[src/rtl/core/b64d_pkg.sv]
// Shared types, constants and the character classifier for the base64url decoder.
`timescale 1ns / 1ps
package b64d_pkg;

   // Alphabet values of the two URL-safe punctuation characters
   localparam logic [5:0] VAL_DASH       = 6'd62;
   localparam logic [5:0] VAL_UNDERSCORE = 6'd63;
   localparam logic [3:0] LOW_FOUR       = 4'hf;

   // Position of a character within its four-character group
   localparam logic [1:0] POS_FIRST  = 2'd0;
   localparam logic [1:0] POS_SECOND = 2'd1;
   localparam logic [1:0] POS_THIRD  = 2'd2;
   localparam logic [1:0] POS_FOURTH = 2'd3;

   // One classified character as it travels from front to back
   typedef struct packed {
      logic [5:0] value;     // 6-bit alphabet value, zero when invalid
      logic       ok;        // character belongs to the alphabet
      logic       is_final;  // last character of the text
   } b64d_item_type;

   // Queue status seen by the front and the back
   typedef struct packed {
      logic empty;
      logic full;
   } b64d_qstat_type;

   // Map an ASCII character to its 6-bit value; ok drops for anything else.
   function automatic b64d_item_type classify(input logic [7:0] sym, input logic fin);
      b64d_item_type item;
      item.is_final = fin;
      item.ok       = 1'b1;
      item.value    = 6'd0;
      if (sym >= 8'h41 && sym <= 8'h5a) begin
         item.value = 6'(sym - 8'h41);
      end else if (sym >= 8'h61 && sym <= 8'h7a) begin
         item.value = 6'(sym - 8'h61 + 8'd26);
      end else if (sym >= 8'h30 && sym <= 8'h39) begin
         item.value = 6'(sym - 8'h30 + 8'd52);
      end else if (sym == 8'h2d) begin
         item.value = VAL_DASH;
      end else if (sym == 8'h5f) begin
         item.value = VAL_UNDERSCORE;
      end else begin
         item.ok = 1'b0;
      end
      return item;
   endfunction

endpackage

[src/rtl/core/b64d_front.sv]
// Front end: accepts characters and classifies them into queue entries.
`timescale 1ns / 1ps
module b64d_front
   import b64d_pkg::*;
(
   input  logic           reset,
   input  logic           req_valid,
   output logic           req_stall,
   input  logic [7:0]     req_symbol,
   input  logic           req_is_final,
   input  b64d_qstat_type qstat,
   output logic           push,
   output b64d_item_type  push_item
);

   // Stall straight from the registered queue status; refuse everything in reset
   assign req_stall = qstat.full || reset;
   assign push      = req_valid && !qstat.full && !reset;
   assign push_item = classify(req_symbol, req_is_final);

endmodule

[src/rtl/core/b64d_queue.sv]
// Short FIFO of classified characters between front and back.
`timescale 1ns / 1ps
module b64d_queue
   import b64d_pkg::*;
#(
   parameter int DEPTH = 4
) (
   input  logic           clock,
   input  logic           reset,
   input  logic           push,
   input  b64d_item_type  push_item,
   input  logic           pop,
   output b64d_item_type  head_item,
   output b64d_qstat_type qstat
);

   localparam int PTR_W = (DEPTH > 1) ? $clog2(DEPTH) : 1;
   localparam int CNT_W = $clog2(DEPTH + 1);
   localparam logic [PTR_W-1:0] LAST_PTR = PTR_W'(DEPTH - 1);
   localparam logic [CNT_W-1:0] FULL_CNT = CNT_W'(DEPTH);

   b64d_item_type    slot_ff [DEPTH];
   logic [PTR_W-1:0] wr_ptr_ff, wr_ptr_in;
   logic [PTR_W-1:0] rd_ptr_ff, rd_ptr_in;
   logic [CNT_W-1:0] count_ff, count_in;

   always_comb begin
      wr_ptr_in = wr_ptr_ff;
      rd_ptr_in = rd_ptr_ff;
      count_in  = count_ff;
      if (push) begin
         wr_ptr_in = (wr_ptr_ff == LAST_PTR) ? '0 : wr_ptr_ff + 1'b1;
      end
      if (pop) begin
         rd_ptr_in = (rd_ptr_ff == LAST_PTR) ? '0 : rd_ptr_ff + 1'b1;
      end
      if (push && !pop) begin
         count_in = count_ff + 1'b1;
      end else if (pop && !push) begin
         count_in = count_ff - 1'b1;
      end
   end

   always_ff @(posedge clock) begin
      if (reset) begin
         wr_ptr_ff <= '0;
         rd_ptr_ff <= '0;
         count_ff  <= '0;
      end else begin
         wr_ptr_ff <= wr_ptr_in;
         rd_ptr_ff <= rd_ptr_in;
         count_ff  <= count_in;
      end
   end

   always_ff @(posedge clock) begin
      if (push) begin
         slot_ff[wr_ptr_ff] <= push_item;
      end
   end

   assign head_item   = slot_ff[rd_ptr_ff];
   assign qstat.empty = (count_ff == '0);
   assign qstat.full  = (count_ff == FULL_CNT);

   a_no_overflow: assert property (@(posedge clock) disable iff (reset)
      qstat.full |-> !push)
      else $error("queue written while full");

   a_no_underflow: assert property (@(posedge clock) disable iff (reset)
      qstat.empty |-> !pop)
      else $error("queue read while empty");

endmodule

[src/rtl/core/b64d_back.sv]
// Back end: group tracking, bit splicing and the result register.
`timescale 1ns / 1ps
module b64d_back
   import b64d_pkg::*;
(
   input  logic           clock,
   input  logic           reset,
   input  b64d_item_type  head_item,
   input  b64d_qstat_type qstat,
   output logic           pop,
   output logic           rsp_valid,
   input  logic           rsp_stall,
   output logic [7:0]     rsp_data_byte,
   output logic           rsp_has_byte,
   output logic           rsp_end_of_text,
   output logic           rsp_bad_input
);

   logic [1:0] pos_ff,  pos_in;
   logic [5:0] pend_ff, pend_in;
   logic       err_ff,  err_in;
   logic       out_valid_ff, out_valid_in;
   logic [7:0] out_byte_ff,  out_byte_in;
   logic       out_has_ff,   out_has_in;
   logic       out_end_ff,   out_end_in;
   logic       out_bad_ff,   out_bad_in;

   logic       tail_bad;
   logic       err_now;
   logic       emit;
   logic [5:0] v;

   // Take the head when the result register is free or draining this cycle
   assign pop     = !qstat.empty && (!out_valid_ff || !rsp_stall);
   assign v       = head_item.value;
   assign err_now = err_ff || !head_item.ok;

   always_comb begin
      out_byte_in = 8'd0;
      out_has_in  = 1'b1;
      pend_in     = pend_ff;
      tail_bad    = 1'b0;
      case (pos_ff)
         POS_FIRST: begin
            out_has_in = 1'b0;
            pend_in    = v;
            tail_bad   = 1'b1;
         end
         POS_SECOND: begin
            out_byte_in = {pend_ff, v[5:4]};
            pend_in     = {2'b00, v[3:0] & LOW_FOUR};
            tail_bad    = (v[3:0] != 4'd0);
         end
         POS_THIRD: begin
            out_byte_in = {pend_ff[3:0], v[5:2]};
            pend_in     = {4'd0, v[1:0]};
            tail_bad    = (v[1:0] != 2'd0);
         end
         default: begin
            out_byte_in = {pend_ff[1:0], v};
            pend_in     = 6'd0;
         end
      endcase
      emit       = out_has_in || head_item.is_final;
      out_end_in = head_item.is_final;
      out_bad_in = head_item.is_final && (tail_bad || err_now);
      pos_in     = pos_ff + 2'd1;
      err_in     = err_now;
      // The final character returns the group state to its reset values
      if (head_item.is_final) begin
         pos_in  = POS_FIRST;
         pend_in = 6'd0;
         err_in  = 1'b0;
      end
      out_valid_in = out_valid_ff && rsp_stall;
      if (pop && emit) begin
         out_valid_in = 1'b1;
      end
   end

   always_ff @(posedge clock) begin
      if (reset) begin
         pos_ff       <= POS_FIRST;
         pend_ff      <= 6'd0;
         err_ff       <= 1'b0;
         out_valid_ff <= 1'b0;
      end else begin
         out_valid_ff <= out_valid_in;
         if (pop) begin
            pos_ff  <= pos_in;
            pend_ff <= pend_in;
            err_ff  <= err_in;
         end
      end
   end

   always_ff @(posedge clock) begin
      if (pop && emit) begin
         out_byte_ff <= out_byte_in;
         out_has_ff  <= out_has_in;
         out_end_ff  <= out_end_in;
         out_bad_ff  <= out_bad_in;
      end
   end

   assign rsp_valid       = out_valid_ff;
   assign rsp_data_byte   = out_byte_ff;
   assign rsp_has_byte    = out_has_ff;
   assign rsp_end_of_text = out_end_ff;
   assign rsp_bad_input   = out_bad_ff;

   a_final_clears: assert property (@(posedge clock) disable iff (reset)
      (pop && head_item.is_final) |=> (pos_ff == POS_FIRST && !err_ff && pend_ff == 6'd0))
      else $error("group state not cleared after final character");

   a_bad_only_at_end: assert property (@(posedge clock) disable iff (reset)
      out_valid_ff |-> (!out_bad_ff || out_end_ff))
      else $error("bad_input reported before end of text");

endmodule

[src/rtl/core/base64url_decoder_unit.sv]
// Top level of the unpadded base64url decoder.
`timescale 1ns / 1ps
//
//  Channel | Direction | Handshake        | Payload
//  --------+-----------+------------------+---------------------------------------------
//  req     | in        | valid / stall    | symbol[7:0], is_final
//  rsp     | out       | valid / stall    | data_byte[7:0], has_byte, end_of_text, bad_input
//
//  One character per cycle sustained while rsp is not stalled; a result is offered
//  on rsp once its character has been written to a queue slot and then to the
//  result register.
//  Throughput is set by the back end, retiring one queue entry per cycle unless rsp stalls.
//  Synchronous active-high reset empties the queue and clears group state.
//  req_stall is high during reset and otherwise only when the character queue
//  is full; a stalled rsp holds the result register, and the queue absorbs up
//  to QUEUE_DEPTH characters.
//  First characters of a group that are not final produce no transaction.
//
module base64url_decoder_unit
   import b64d_pkg::*;
#(
   parameter int QUEUE_DEPTH = 4
) (
   input  logic       clock,
   input  logic       reset,
   input  logic       req_valid,
   output logic       req_stall,
   input  logic [7:0] req_symbol,
   input  logic       req_is_final,
   output logic       rsp_valid,
   input  logic       rsp_stall,
   output logic [7:0] rsp_data_byte,
   output logic       rsp_has_byte,
   output logic       rsp_end_of_text,
   output logic       rsp_bad_input
);

   b64d_qstat_type qstat;
   b64d_item_type  push_item;
   b64d_item_type  head_item;
   logic           push;
   logic           pop;

   // Classify each accepted transaction and queue it
   b64d_front u_front (
      .reset        (reset),
      .req_valid    (req_valid),
      .req_stall    (req_stall),
      .req_symbol   (req_symbol),
      .req_is_final (req_is_final),
      .qstat        (qstat),
      .push         (push),
      .push_item    (push_item)
   );

   // Decouple the front from back-pressure on the result side
   b64d_queue #(
      .DEPTH (QUEUE_DEPTH)
   ) u_queue (
      .clock     (clock),
      .reset     (reset),
      .push      (push),
      .push_item (push_item),
      .pop       (pop),
      .head_item (head_item),
      .qstat     (qstat)
   );

   // Splice bits into bytes and hold the outgoing transaction
   b64d_back u_back (
      .clock           (clock),
      .reset           (reset),
      .head_item       (head_item),
      .qstat           (qstat),
      .pop             (pop),
      .rsp_valid       (rsp_valid),
      .rsp_stall       (rsp_stall),
      .rsp_data_byte   (rsp_data_byte),
      .rsp_has_byte    (rsp_has_byte),
      .rsp_end_of_text (rsp_end_of_text),
      .rsp_bad_input   (rsp_bad_input)
   );

endmodule
[config.mk]
export PLATFORM = sky130hd
export DESIGN_NAME = base64url_decoder_unit
export DESIGN_NICKNAME = d
export VERILOG_FILES = /design/src/rtl/core/b64d_pkg.sv /design/src/rtl/core/b64d_front.sv /design/src/rtl/core/b64d_queue.sv /design/src/rtl/core/b64d_back.sv /design/src/rtl/core/base64url_decoder_unit.sv
export SDC_FILE = /design/constraint.sdc
export NUM_CORES = 1
export LEC_CHECK = 0
export BUFFER_PORTS_ARGS = -buffer_cell sky130_fd_sc_hd__buf_4
export CELL_PAD_IN_SITES_DETAIL_PLACEMENT = 0
export CELL_PAD_IN_SITES_GLOBAL_PLACEMENT = 1
export CORE_ASPECT_RATIO = 1.5
export CORE_UTILIZATION = 43
export CTS_CLUSTER_SIZE = 25
export DETAILED_ROUTE_END_ITERATION = 8
export GPL_ROUTABILITY_DRIVEN = 0
export PLACE_DENSITY_LB_ADDON = 0.08
export SYNTH_ARGS = -nofsm -noshare
export SYNTH_HDL_FRONTEND = slang
export SYNTH_SLANG_ARGS = --single-unit
[constraint.sdc]
create_clock -name clock -period 2.8 [get_ports clock]
set_clock_uncertainty 0.1 [all_clocks]
set_input_delay 0.7 -clock clock [delete_from_list [all_inputs] [get_ports clock]]
set_output_delay 0.7 -clock clock [all_outputs]
set_load 0.01 [all_outputs]
After elaboration in Yosys (flattened, before gate mapping)
Memory sizes are Yosys's and may differ from the RTL's. A register that Yosys moved wholly into a read port is not among the register bits.
Index checks and enable logic that the tools add are counted.
W data, S select, Z words.

word-level totals
  bits in read-only memories = 0
  output and inout bits = 13
  input port bits = 13
  memories kept = 1
  register bits = 28
  bits in latches = 0
  logic and storage cells = 90
  RAM bits = 32

memory list
  name             depth  bits a word  read ports  clocked after memory_dff  wr ports  RTL line          source
  u_queue.slot_ff  4      8            1           1                         1         b64d_queue.sv:22  b64d_item_type slot_ff [DEPTH];

cells by class
  multiply operators = 0
  multiplexer cells = 26
  equal/unequal tests = 7
  reduce and logical (&&, ||, !) cells = 29
  bitwise logic cells = 0
  shifts and indexed selects = 0
  order comparisons = 6
  divide/modulo/power cells = 0
  add/sub/neg operators = 10

operators by type and width
  cell                   count
  $mux W6                6
  $pmux W8 S3            1
  $pmux W6 S3            1
  $ge A8 B7 Y1 const B   2
  $le A8 B7 Y1 const B   2
  $sub A6 B6 Y6 const B  2
  $logic_and A1 B1 Y1    11
  $mux W1                10
  $mux W2                5
  $eq A8 B6 Y1 const B   1
  $eq A8 B7 Y1 const B   1
  $ge A8 B6 Y1 const B   1
  $le A8 B6 Y1 const B   1
  $logic_not A1 Y1       8
  $add A2 B1 Y2 const B  3
  $add A6 B5 Y6 const B  1
  $add A6 B6 Y6 const B  1
  $eq A2 B2 Y1 const B   3
  $mux W3                2
  $sub A6 B1 Y6 const B  1
  $logic_or A1 B1 Y1     5
  $reduce_bool A2 Y1     2
  $reduce_bool A4 Y1     1
  $add A3 B1 Y3 const B  1
  other kinds (6)        6

Depth between registers and ports, before layout
  depth after elaboration = 8
  depth in mapped cells = 10

Modules after synthesis
A second synthesis with hierarchy kept.

second synthesis, totals
  cells, all modules = 275
  area, all modules = 3273.1 um^2

by module, submodules not included
  module      cells each  instances  seq. area each (um^2)  area each (um^2)
  b64d_queue  86          1          1141.1                 1597.8
  b64d_back   98          1          530.5                  1012.2
  b64d_front  91          1          0.0                    663.1

Least setup slack after synthesis
OpenSTA, ideal clock, no wires.

  path type = in2reg
  from = in reset
  to = reg u_queue.count_ff[2]
  setup time = 71 ps
  required time = 2629 ps
  cell stages on the path = 10
  slack = 21 ps
  arrival time = 2609 ps
  path through = clkbuf_1 a21oi_1 and2_1 clkbuf_1 ha_1 inv_1 fa_1 xor2_1 or3_1 a21oi_1

on the way
  longest elaborated chain between the ends = 5

RTL lines
  item                          RTL line                      source
  from (decl)                   base64url_decoder_unit.sv:25  input logic reset,
  $logic_not A1 Y1 (*)          b64d_front.sv:18              assign push = req_valid && !qstat.full && !reset;
  $logic_and A1 B1 Y1 (*)       b64d_front.sv:18
  via push                      base64url_decoder_unit.sv:41  logic push;
  $logic_not A1 Y1              b64d_queue.sv:39              end else if (pop && !push) begin
  $logic_and A1 B1 Y1           b64d_queue.sv:39
  $reduce_bool A2 Y1 (no line)  n/a
  to (signal assigned)          b64d_queue.sv:52              count_ff <= count_in;
  to (decl)                     b64d_queue.sv:25              logic [CNT_W-1:0] count_ff, count_in;

The timed path passes the listed nets; every way through them passes the cells marked *.
A chain may end at the register's enable or synchronous reset.

Final worst setup path
  from = reg u_queue.count_ff[0]
  to = reg u_queue.count_ff[2]

on the way
  longest elaborated chain between the ends = 7

RTL lines
  item
  branches (longest 7 deep; another with $sub A3 B1 Y3)

Several ways; the timed one is not identified. The select of a mux whose other input is x is not followed.

==> summary.txt <==
GRT
  – First-pass GRT wire length: about 9.6 mm
  – Largest net degree at the start of global routing: 20
  – GRT Overall Usage: 0.1692
  – Grt ovf: 0
  – Vias in the first global route: 2064
  – Number of antenna violations at the first check in global routing: 0

Clock tree
  – Clk root buf: clkbuf_8
  – H-tree depth: 3
  – CTS tree: done
  – Worst-Skew Late Latency: 0.34 ns
  – Clock-pin slew on the worst setup and hold paths: 0.07 ns
  – Cts repair resizes: 0
  – Num CTS Buffers: 9
  – Clock sinks: 62
  – Post-CTS setup buffers: 0
  – Max clock buf depth: 2
  – # hold bufs at CTS: 0

Yosys
  – Post-Synthesis Cells: 259
  – Seq cells post-synth: 62
  – Area share of fa/ha/maj cells after synthesis: 0.08240
  – Synth top area share: 0.4128
  – Fraction of synthesized cell area in xor and xnor cells: 0.01120
  – Seq/Total Area, Yosys: 0.5344
  – Mux cell area share after synthesis: 0.07680
  – Post-synth cell types: 48
  – Complex-gate fraction of the synthesized area: 0.1292
  – Synth top area cells: edfxtp_1 (41%), dfxtp_1 (12%), ha_1 (7.6%)
  – Syn nets: 292
  – YS warnings: 0
  – Largest family of logic cells by synthesized area: compound AO/OA/AOI/OAI gates
  – Simple-gate portion of the synthesized area: 0.1192
  – Post-Syn Area: 3128 sq um
  – Synth Area per Inst: 12.08 sq um
  – Post-synth top area cell: edfxtp_1

Die
  – Core region area: 6944 sq um
  – # rows: 37
  – Die Y: between 100 and 150 um
  – Initial Utilization: 0.4505
  – Ports: 26
  – Die Width: 71.64 um
  – Die area: between 7000 and 8000 sq um

Pwr
  – Sequential power share: 0.428
  – Final Power: 0.003236 W
  – Combinational share of power: 0.342
  – Net Sw Frac: 0.3323
  – Pwr/cell area: approximately 900 nW/um^2
  – Max rail drop VDD: 0.3099 mV
  – Clk pwr share: 0.230
  – NetSw: about 0.0011 W
  – P_int: between 0.002 and 0.0025 W
  – Leak: between 1 and 1.5 nW

Timing
  – Final Hold Fails: 0
  – RSZ-0062 raised after global routing: false
  – Setup WS post-layout: roughly 0.52 ns
  – Final setup fails: 0
  – Fmax: approximately 440 MHz
  – Worst-Margin Slew: 0.4882 ns
  – Post-layout min period: around 2.3 ns
  – Slew headroom: 0.6741
  – Fin crit share: 0.8134
  – Final Max Slew Viols: 0
  – Setup TNS: 0 ns

Routing
  – DRT Wirelength: 5.788 mm
  – First drt pass iteration count: 4
  – Routed Antenna Nets: 0
  – DRT iter0 DRCs: 115
  – Via density: about 5.5
  – Wire length per cell: around 15 um
  – DRC Markers: 0
  – Via count: 2077

Place
  – IO Port Bufs: 25
  – DP HPWL: ~4.3 mm
  – DP Worst Slack: 0.2200 ns
  – Cell count after placement: approximately 360

Cells and area
  – Fin nets: 325
  – Multi-input logic area: 1310 sq um
  – Ant diodes: 0
  – Most frequent cells in the layout: edfxtp_1 (43), buf_4 (34), ha_1 (19), dfxtp_1 (19), inv_1 (18)
  – Layout cells sized above 1: 0.2155
  – FILL cells: 640
  – Most common cell after layout, fill and taps aside: edfxtp_1
  – Core Util, Final: 0.5182
  – Synth-to-layout area growth: 15.04%
  – Final cell count without fillers: 375
  – Flip-flop and latch area: 1672 sq um

Worst setup path
  – Setup CP Type: reg -> reg
  – Cells along the critical path: nor2_1 -> a21oi_1 -> and2_1 -> ha_1 -> inv_1 -> fa_1 -> xor2_1 -> or3_1 -> a21oi_1
  – Nature of the critical path endpoint: register
  – Most used cell, CP: a21oi_1
  – Slowest-stage cell, CP: dfxtp_1
  – Reg2reg start: u_queue.count_ff[0]
  – Crit start category: register
  – Critical Path Max Stage Delay: roughly 0.42 ns
  – CP Max Fanout: 4
  – Worst Path Required: 2.97 ns
  – Arr. time, crit path: 2.45 ns
  – Worst Setup SP: u_queue.count_ff[0]

Job
  – Max-cap violation count: 0

Min path
  – Hold path startpoint: u_queue.rd_ptr_ff[1]
  – Worst hold path type: reg -> reg

Status
  – Status: finished clean
-- layout make-up --
| class | count | share of cell area |
|---|---|---|
| timing repair buffer | 34 | 0.07093 |
| clock inverter | 6 | 0.01739 |
| tap | 78 | 0.02712 |
| inverter | 19 | 0.02051 |
| sequential | 62 | 0.4645 |
| multi-input combinational | 166 | 0.3640 |
| clock buffer | 10 | 0.03547 |
-- synthesized netlist by cell type, drive strengths merged --
library cell,count
a211oi,4
a21oi,17
a22o,4
a22oi,8
a31o,1
a31oi,2
a32oi,5
and2,2
and3,5
and4b,1
and4bb,1
buf,7
clkbuf,5
dfxtp,19
edfxtp,43
fa,1
ha,19
inv,19
mux2,1
mux2i,6
mux4,7
nand2,17
nand2b,1
nand3,3
nor2,17
nor2b,5
nor3,5
nor3b,2
nor4,4
o211a,1
o21ai,16
o21bai,1
o22ai,1
o31a,1
o31ai,2
or3,2
xnor2,2
xor2,2
-- final timing paths --
kind                          endpoint  slack, ns  depth (start not counted)
hold reg to reg   u_queue.rd_ptr_ff[1]       0.39                          2
setup reg to reg   u_queue.count_ff[2]       0.52                          9
setup / recovery   u_queue.count_ff[2]       0.52                          9
hold / removal    u_queue.rd_ptr_ff[1]       0.39                          2
-- layer usage --
metal	global-route usage	share of wire
met1	0.1663	0.38
met2	0.3080	0.54
met3	0.02654	0.025
met4	0.1303	0.049
met5	0	0
-- cells by family after synthesis --
kind of cell / after synthesis
DFF: 62
AOI/OAI and AO/OA: 63
and+or+nand+nor: 65
xor gates and xnor gates: 4
muxes: 14
adders and majority gates: 20
buffers and inverters: 31
-- critical path: cells and delay by family (launching register included) --
family | cells | cell delay (ns)
adders and majority gates | 2 | 0.55
DFF | 1 | 0.42
buffers and inverters | 1 | 0.06
AOI/OAI and AO/OA | 2 | 0.34
and+or+nand+nor | 3 | 0.57
xor gates and xnor gates | 1 | 0.18
-- sequential cells by signal, indices dropped and copies added (netlist names), named ones only --
register,count
u_back.rsp_has_byte,1
u_back.rsp_bad_input,1
u_queue.rd_ptr_ff,2
u_back.pos_ff,2
u_back.rsp_data_byte,8
u_queue.slot_ff,32
u_queue.count_ff,3
u_back.rsp_valid,1
u_back.pend_ff,6
u_back.err_ff,1
u_queue.wr_ptr_ff,2
u_back.rsp_end_of_text,1
-- metrics by stage --
step | cell area [sq um] | hold WS, ns
after floorplan | 3128 | 0.3541
after global placement | 3408 | 0.3788
after detailed placement | 3408 | 0.3837
after CTS | 3598 | 0.3989
after global routing | 3598 | 0.4272
final | 3598 | 0.3904
-- power by group through the flow --
stage                     logic, W  registers [W]  clock network [W]
after floorplan           0.000764        0.00139                  0
after global placement     0.00112        0.00141                  0
after detailed placement   0.00111        0.00141                  0
after CTS                  0.00112        0.00139           0.000767
after global routing       0.00121        0.00142           0.000813
final                      0.00111        0.00138           0.000746
Note: power is estimated with default switching activity, not from simulation.
